===== src/design/bracket_match_checker_core_macros.svh =====
// Assertion macros for the bracket match checker core.
// Expects clk and arst_n in the scope where a macro is used.
`ifndef BRACKET_MATCH_CHECKER_CORE_MACROS_SVH
`define BRACKET_MATCH_CHECKER_CORE_MACROS_SVH

// Consequent must hold in the same cycle as the antecedent.
`define BMC_ASSERT_SAME(label, ante, cons) \
	label: assert property (@(posedge clk) disable iff (!arst_n) (ante) |-> (cons)) \
		else $error("bmc: same-cycle check failed");

// Consequent must hold in the cycle after the antecedent.
`define BMC_ASSERT_NEXT(label, ante, cons) \
	label: assert property (@(posedge clk) disable iff (!arst_n) (ante) |=> (cons)) \
		else $error("bmc: next-cycle check failed");

`endif


===== src/design/bmc_pkg.sv =====
// Shared types and constants for the bracket match checker core.
// No dependencies; used by bracket_match_checker_core.
package bmc_pkg;

	localparam int STACK_DEPTH = 32;
	localparam int AW          = $clog2(STACK_DEPTH);
	localparam int LVL_W       = $clog2(STACK_DEPTH + 1);
	localparam int LINE_W      = 24;
	localparam int COL_W       = 16;

	localparam logic [LINE_W-1:0] LINE_MAX = {LINE_W{1'b1}};
	localparam logic [COL_W-1:0]  COL_MAX  = {COL_W{1'b1}};

	localparam logic        OP_CHAR    = 1'b0;
	localparam logic        OP_END     = 1'b1;

	localparam logic [15:0] CH_LF      = 16'h000A;
	localparam logic [15:0] CH_LROUND  = 16'h0028;
	localparam logic [15:0] CH_RROUND  = 16'h0029;
	localparam logic [15:0] CH_LSQUARE = 16'h005B;
	localparam logic [15:0] CH_RSQUARE = 16'h005D;

	localparam logic [2:0] KIND_EXTRA    = 3'd0;
	localparam logic [2:0] KIND_MISMATCH = 3'd1;
	localparam logic [2:0] KIND_UNCLOSED = 3'd2;
	localparam logic [2:0] KIND_OVERFLOW = 3'd3;
	localparam logic [2:0] KIND_DONE     = 3'd4;

	typedef struct packed {
		logic              square;
		logic [LINE_W-1:0] line;
		logic [COL_W-1:0]  column;
	} opener_t;

	typedef struct packed {
		logic [2:0]        kind;
		logic              bracket_square;
		logic [LINE_W-1:0] at_line;
		logic [COL_W-1:0]  at_column;
		logic              partner_square;
		logic [LINE_W-1:0] partner_line;
		logic [COL_W-1:0]  partner_column;
		logic              last;
	} res_t;

endpackage


===== src/design/bmc_ram.sv =====
// Generic single-port-write, single-port-read RAM with registered read data.
// No dependencies.
module bmc_ram #(
	parameter int WIDTH = 8,
	parameter int DEPTH = 16
) (
	input  logic                     clk,
	input  logic                     we,
	input  logic [$clog2(DEPTH)-1:0] waddr,
	input  logic [WIDTH-1:0]         wdata,
	input  logic                     re,
	input  logic [$clog2(DEPTH)-1:0] raddr,
	output logic [WIDTH-1:0]         rdata
);

	logic [WIDTH-1:0] mem_q [DEPTH];

	always_ff @(posedge clk) begin
		if (we) begin
			mem_q[waddr] <= wdata;
		end
		if (re) begin
			rdata <= mem_q[raddr];
		end
	end

endmodule


===== src/design/bracket_match_checker_core.sv =====
// Bracket match checker core: line/column tracking and bracket stack.
// Depends on bmc_pkg, bmc_ram and bracket_match_checker_core_macros.svh.
//
// Usage: feed a script one UTF-16 code unit per input transfer (op = 0),
// then one end transfer (op = 1). Each input transfer moves op and
// char_code on in_valid/in_ready; each result transfer moves one report
// on out_valid/out_ready, with last marking the final report of an item.
// Ordinary characters, newlines and fitting openers need only the idle
// state. A closer pops and reads the stack top from the RAM (registered
// read data) and compares it in the pop state; a mismatch, an extra
// closer or an overflowing opener reports through the emit state. The end
// item walks the stack bottom up, a read and a drain-emit state per open
// entry, then the done state for the done record. Results sit in a
// one-entry output register; an item that gives no result is still taken
// while a report waits there, and a stalled receiver holds the core in its
// emit, drain-emit or done state. Reset puts line at 1, column at 0 and
// the stack empty; stack contents need no clearing pass.
`include "bracket_match_checker_core_macros.svh"

module bracket_match_checker_core
	import bmc_pkg::*;
(
	input  logic              clk,
	input  logic              arst_n,
	input  logic              in_valid,
	output logic              in_ready,
	input  logic              op,
	input  logic [15:0]       char_code,
	output logic              out_valid,
	input  logic              out_ready,
	output logic [2:0]        kind,
	output logic              bracket_square,
	output logic [LINE_W-1:0] at_line,
	output logic [COL_W-1:0]  at_column,
	output logic              partner_square,
	output logic [LINE_W-1:0] partner_line,
	output logic [COL_W-1:0]  partner_column,
	output logic              last
);

	typedef enum logic [5:0] {
		ST_IDLE  = 6'b000001,
		ST_POP   = 6'b000010,
		ST_EMIT  = 6'b000100,
		ST_DRD   = 6'b001000,
		ST_DEMIT = 6'b010000,
		ST_DONE  = 6'b100000
	} state_t;

	state_t            state_q, state_d;
	logic [LINE_W-1:0] line_q, line_d, line_inc;
	logic [COL_W-1:0]  col_q, col_d, col_inc;
	logic [LVL_W-1:0]  level_q, level_d, lvl_dec, idx_nxt;
	logic [AW-1:0]     idx_q, idx_d;
	logic              out_valid_q, out_vld_d, out_free;
	res_t              pend_q, pend_d, out_q, out_d;

	logic              ram_we, ram_re;
	logic [AW-1:0]     ram_waddr, ram_raddr;
	opener_t           ram_wdata, ram_rdata;

	bmc_ram #(
		.WIDTH($bits(opener_t)),
		.DEPTH(STACK_DEPTH)
	) u_stack (
		.clk  (clk),
		.we   (ram_we),
		.waddr(ram_waddr),
		.wdata(ram_wdata),
		.re   (ram_re),
		.raddr(ram_raddr),
		.rdata(ram_rdata)
	);

	// Saturating position counters and stack index arithmetic.
	assign line_inc = (line_q == LINE_MAX) ? line_q : line_q + LINE_W'(1);
	assign col_inc  = (col_q == COL_MAX) ? col_q : col_q + COL_W'(1);
	assign lvl_dec  = level_q - LVL_W'(1);
	assign idx_nxt  = LVL_W'(idx_q) + LVL_W'(1);

	assign out_free = !out_valid_q || out_ready;
	assign in_ready = (state_q == ST_IDLE);

	always_comb begin
		state_d   = state_q;
		line_d    = line_q;
		col_d     = col_q;
		level_d   = level_q;
		idx_d     = idx_q;
		pend_d    = pend_q;
		out_d     = out_q;
		out_vld_d = out_valid_q && !out_ready;
		ram_we    = 1'b0;
		ram_waddr = level_q[AW-1:0];
		ram_wdata = '{square: (char_code == CH_LSQUARE), line: line_q, column: col_inc};
		ram_re    = 1'b0;
		ram_raddr = lvl_dec[AW-1:0];

		case (state_q)
			ST_IDLE: begin
				if (in_valid) begin
					if (op == OP_END) begin
						if (level_q == '0) begin
							state_d = ST_DONE;
						end else begin
							// start the drain at the bottom entry
							ram_re    = 1'b1;
							ram_raddr = '0;
							idx_d     = '0;
							state_d   = ST_DRD;
						end
					end else begin
						case (char_code)
							CH_LF: begin
								line_d = line_inc;
								col_d  = '0;
							end
							CH_LROUND, CH_LSQUARE: begin
								col_d = col_inc;
								if (level_q == LVL_W'(STACK_DEPTH)) begin
									pend_d  = '{kind: KIND_OVERFLOW,
										bracket_square: (char_code == CH_LSQUARE),
										at_line: line_q, at_column: col_inc,
										partner_square: 1'b0, partner_line: '0,
										partner_column: '0, last: 1'b1};
									state_d = ST_EMIT;
								end else begin
									ram_we  = 1'b1;
									level_d = level_q + LVL_W'(1);
								end
							end
							CH_RROUND, CH_RSQUARE: begin
								col_d  = col_inc;
								pend_d = '{kind: KIND_EXTRA,
									bracket_square: (char_code == CH_RSQUARE),
									at_line: line_q, at_column: col_inc,
									partner_square: 1'b0, partner_line: '0,
									partner_column: '0, last: 1'b1};
								if (level_q == '0) begin
									state_d = ST_EMIT;
								end else begin
									// pop now, compare against the top next cycle
									pend_d.kind = KIND_MISMATCH;
									ram_re      = 1'b1;
									level_d     = lvl_dec;
									state_d     = ST_POP;
								end
							end
							default: begin
								col_d = col_inc;
							end
						endcase
					end
				end
			end
			ST_POP: begin
				if (ram_rdata.square != pend_q.bracket_square) begin
					pend_d.partner_square = ram_rdata.square;
					pend_d.partner_line   = ram_rdata.line;
					pend_d.partner_column = ram_rdata.column;
					state_d               = ST_EMIT;
				end else begin
					state_d = ST_IDLE;
				end
			end
			ST_EMIT: begin
				if (out_free) begin
					out_vld_d = 1'b1;
					out_d     = pend_q;
					state_d   = ST_IDLE;
				end
			end
			ST_DRD: begin
				state_d = ST_DEMIT;
			end
			ST_DEMIT: begin
				// read data holds while no new read is issued
				if (out_free) begin
					out_vld_d = 1'b1;
					out_d     = '{kind: KIND_UNCLOSED,
						bracket_square: ram_rdata.square,
						at_line: ram_rdata.line, at_column: ram_rdata.column,
						partner_square: 1'b0, partner_line: '0,
						partner_column: '0, last: 1'b0};
					if (idx_nxt == level_q) begin
						state_d = ST_DONE;
					end else begin
						ram_re    = 1'b1;
						ram_raddr = idx_nxt[AW-1:0];
						idx_d     = idx_nxt[AW-1:0];
						state_d   = ST_DRD;
					end
				end
			end
			ST_DONE: begin
				if (out_free) begin
					out_vld_d = 1'b1;
					out_d     = '{kind: KIND_DONE, bracket_square: 1'b0,
						at_line: '0, at_column: '0, partner_square: 1'b0,
						partner_line: '0, partner_column: '0, last: 1'b1};
					line_d    = LINE_W'(1);
					col_d     = '0;
					level_d   = '0;
					state_d   = ST_IDLE;
				end
			end
			default: begin
				state_d = ST_IDLE;
			end
		endcase
	end

	// Control state.
	always_ff @(posedge clk or negedge arst_n) begin
		if (!arst_n) begin
			state_q     <= ST_IDLE;
			line_q      <= LINE_W'(1);
			col_q       <= '0;
			level_q     <= '0;
			idx_q       <= '0;
			out_valid_q <= 1'b0;
		end else begin
			state_q     <= state_d;
			line_q      <= line_d;
			col_q       <= col_d;
			level_q     <= level_d;
			idx_q       <= idx_d;
			out_valid_q <= out_vld_d;
		end
	end

	// Payload: pending report and output register.
	always_ff @(posedge clk) begin
		pend_q <= pend_d;
		out_q  <= out_d;
	end

	assign out_valid      = out_valid_q;
	assign kind           = out_q.kind;
	assign bracket_square = out_q.bracket_square;
	assign at_line        = out_q.at_line;
	assign at_column      = out_q.at_column;
	assign partner_square = out_q.partner_square;
	assign partner_line   = out_q.partner_line;
	assign partner_column = out_q.partner_column;
	assign last           = out_q.last;

	`BMC_ASSERT_SAME(a_level_bound, 1'b1, level_q <= LVL_W'(STACK_DEPTH))
	`BMC_ASSERT_SAME(a_drain_idx, state_q == ST_DRD, LVL_W'(idx_q) < level_q)
	`BMC_ASSERT_NEXT(a_done_clears, (state_q == ST_DONE) && out_free,
		(level_q == '0) && (line_q == LINE_W'(1)) && out_valid_q && out_q.last)

endmodule


===== config.mk =====
export PLATFORM = sky130hd
export DESIGN_NAME = bracket_match_checker_core
export DESIGN_NICKNAME = d
export VERILOG_FILES = /design/src/design/bmc_pkg.sv /design/src/design/bmc_ram.sv /design/src/design/bracket_match_checker_core.sv
export VERILOG_INCLUDE_DIRS = /design/src /design/src/design
export SDC_FILE = /design/constraint.sdc
export NUM_CORES = 2
export LEC_CHECK = 0
export ABC_CLOCK_PERIOD_IN_PS = 14310
export BUFFER_PORTS_ARGS = -buffer_cell sky130_fd_sc_hd__buf_2
export CORE_AREA = 2 2 404 406
export DETAILED_ROUTE_END_ITERATION = 10
export DIE_AREA = 0 0 406 408
export PLACE_DENSITY_LB_ADDON = 0.15
export SKIP_LAST_GASP = 1
export SYNTH_ARGS = -nofsm -noshare
export SYNTH_HDL_FRONTEND = slang
export SYNTH_SLANG_ARGS = --single-unit

===== constraint.sdc =====
create_clock -name clk -period 14.31 [get_ports clk]
set_clock_uncertainty 0.15 [all_clocks]
set_input_delay 2.1465 -clock clk [delete_from_list [all_inputs] [get_ports clk]]
set_output_delay 2.1465 -clock clk [all_outputs]
set_load 0.005 [all_outputs]

==> results.md <==
- FILL cells: 14.2k
- Post-route setup TNS: 0 ns
- Post-CTS Resized: 0
- CP Capture Type: register
- Area Growth Syn to Fin: 13.6%
- Post-synthesis cell area: around 64,000 sq um
- Critical Path RT: about 15 ns
- DR WL/cell: about 31 microns
- Setup WS post-layout: around 6.7 ns
- Yosys cell types: 76
- Starting DRT DRC Count: a little under 5k
- Hold Fails Final Rpt: 0
- TritonCTS Buffers: ~170
- Ys flop type: edfxtp_1
- Reg clk slew, reported paths: about 0.060 ns
- Top cells by area, synth: edfxtp_1, o211ai_1, o2111ai_1, dfrtp_1, a21oi_1
- GR Overflow Total: 0
- Tot Pwr: 16,500 uW
- Clock latency on the worst-skew pair: between 0.8 and 0.9 ns
- Slew @ Worst Pin: 1.29 ns
- Layout cells sized above 1: 0.148
- Initial antenna violation count: 18
- Final worst path period need: 7.59 ns
- Die Span Y: 408 microns
- Final ANT Viol Nets: 0
- Sequential area share after synthesis: 0.734
- DIE AREA: approximately 170,000 sq um
- Fmax: 0.132 GHz
- Slew HR: 0.139
- H-tree levels: 4
- # setup viols final: 0
- Yosys top cell by area: edfxtp_1
- Met2 global-route usage: 0.375
- Post-CTS Setup Bufs: 0
- CP Launch Type: register
- Core Region: around 160,000 sq um
- Worst IR Drop VDD: about 0.35 mV
- Unrepaired setup endpoints after global routing: no
- Hpwl dp: 102,000 microns
- Hold-fix buffers, CTS: 0
- Setup CP Type: register to register
- Final core occ: 0.452
- Top post-synthesis cells by count: edfxtp_1, clkbuf_1, a21oi_1
- Num rows: 148
- Routed via count: 39.8k
- Worst min path class: register to register
- WHS: 0.387 ns
- CTS tree: done
- Async set or reset register ratio after synthesis: 0.0367
- Largest net degree at the start of global routing: 158
- Synth warn: 0
- Yosys top cell area share: 0.711
- Clock sinks: ~1.6k
- First-pass GRT wire length: between 200,000 and 300,000 microns
- FF/Latch Area: roughly 47,000 sq um
- Final Cycle Share: 0.530
- Drt first pass iters: 5
- Nets: approximately 4.3k
- Worst Path Max Fanout: between 60 and 70
- # IOs: roughly 110
- Drt drc: 0
- Post-Syn Nets: 4,287
- EDFF count, synth: about 1.5k
- GR Util met1: 0.351
- Clk buf depth: 3
- Vias in the first global route: between 30k and 40k
- Worst Setup Slack post-DPL: 6.14 ns
- Starting Density: 0.398
- Pwr per Cell Area: about 230 nW/um^2
- Met3 usage: 0.0385
- Layer with the highest usage: met2
- LEAKAGE: around 0.025 uW
- CTS root buffer: clkbuf_16
- Worst EP arrival: 7.97 ns
- All-layer global routing usage: 0.242
- Syn Area/Cell: between 15 and 20 sq um
- Final number of max-transition violations: 0
- Routed WL: 203,000 microns
- Die W: between 400 and 500 microns
- Drt via density: 6.01
- Max cap viols: 0
- Routability Congestion: 0.795
- Synth Register Bits: 1,581
- Number of port buffers: roughly 110
- Multi-input logic area: ~15,000 sq um
- Cells after Synth: ~4.3k
- Status: finished clean
- Cell with the most instances after synthesis: edfxtp_1
## registers in the layout, indices dropped and copies added, names as in the netlist, 3 cells and up
name and cells:
pend_q 84, kind 3, at_column 16, u_stack.mem_q 1312, state_q 6, level_q 6, idx_q 5, partner_line 24
partner_column 16, line_q 24, u_stack.rdata 41, at_line 24, col_q 16
## critical path: stages, from the launching register on
cell and delay (ns):
dfrtp_1 0.44, nor3_2 0.30, and3_2 0.23, buf_4 0.67, inv_1 0.83, a2111oi_4 0.47
buf_4 0.20, or3_4 0.61, buf_4 0.82, buf_4 0.77, nor2_4 0.24, buf_4 0.45
a22o_1 0.33, or4_1 0.39
## metrics by stage
step / instances / area [sq um]
5_1_grt: 6625 / 73000
3_5_place_dp: 6313 / 67600
6_report: 6629 / 73000
4_1_cts: 6625 / 73000
2_1_floorplan: 4258 / 64300
3_3_place_gp: 6313 / 67600
## area by class of cell
cell class,instances,area share
inverters,214,0.0110
multi-input cells,2120,0.211
clock inverters,97,0.0126
repair buffers,223,0.0206
diodes,4,0.000137
flip-flops and latches,1581,0.646
clock buffers,215,0.0616
well taps,2175,0.0373
## path summary, 6_finish.rpt
kind | from | to | slack (ns) | cells past startpoint
hold / removal | pend_q[50]$_DFFE_PP_ | at_column[8]$_DFFE_PP_ | 0.39 | 1
hold reg to reg | pend_q[50]$_DFFE_PP_ | at_column[8]$_DFFE_PP_ | 0.39 | 1
setup / recovery | state_q[1]$_DFFE_PN0P_ | u_stack.rdata[7]$_DFFE_PP_ | 6.72 | 13
max in group asynchronous | arst_n | col_q[3]$_DFFE_PN0P_ | 11.96 | 2
setup reg to reg | state_q[1]$_DFFE_PN0P_ | u_stack.rdata[7]$_DFFE_PP_ | 6.72 | 13
min in group asynchronous | arst_n | state_q[2]$_DFFE_PN0P_ | 1.38 | 2
## layout by cell type (no fill, tap or decap), types with 9 or more instances in the layout
cell type and n:
and2_1 48, xor2_1 13, clkinv_2 27, bufinv_16 14, o31ai_1 90, a211oi_1 81
nor2_1 51, mux2i_1 93, clkinv_1 42, a21oi_1 259, xnor2_1 18, mux2_4 10
nand4_1 88, inv_1 213, a22o_1 86, or4_1 40, edfxtp_1 1523, buf_4 107
mux2_1 11, nand3_1 23, nor3_1 14, o2111ai_1 201, clkbuf_16 172, nor2_4 36
nand2b_1 9, dfrtp_1 55, o211ai_1 244, nand2_1 228, clkbuf_1 40, a21o_1 85
o21ai_0 39, and3_1 51, buf_2 108, mux2_2 103, a22oi_1 84
## layer usage
metal  share of wire  routed length (microns)  vias to the layer above
met5               0                        0                        -
met4           0.028                     5590                        0
met3           0.078                    15800                      293
met2            0.46                    93400                     1774
met1            0.43                    88100                    20800
li1                -                        -                    17000
## logic make-up after synthesis
group           synth area share
buf+inv                   0.0347
flops                      0.734
compound gates             0.136
fa+ha+maj                0.00156
mux                       0.0368
xor+xnor                 0.00584
simple gates              0.0517
## where the power goes
part           switching, uW  internal, uW
combinational           4410          2090
clock                   1830          2480
sequential               247          5420
(Power assumes the default switching activity.)
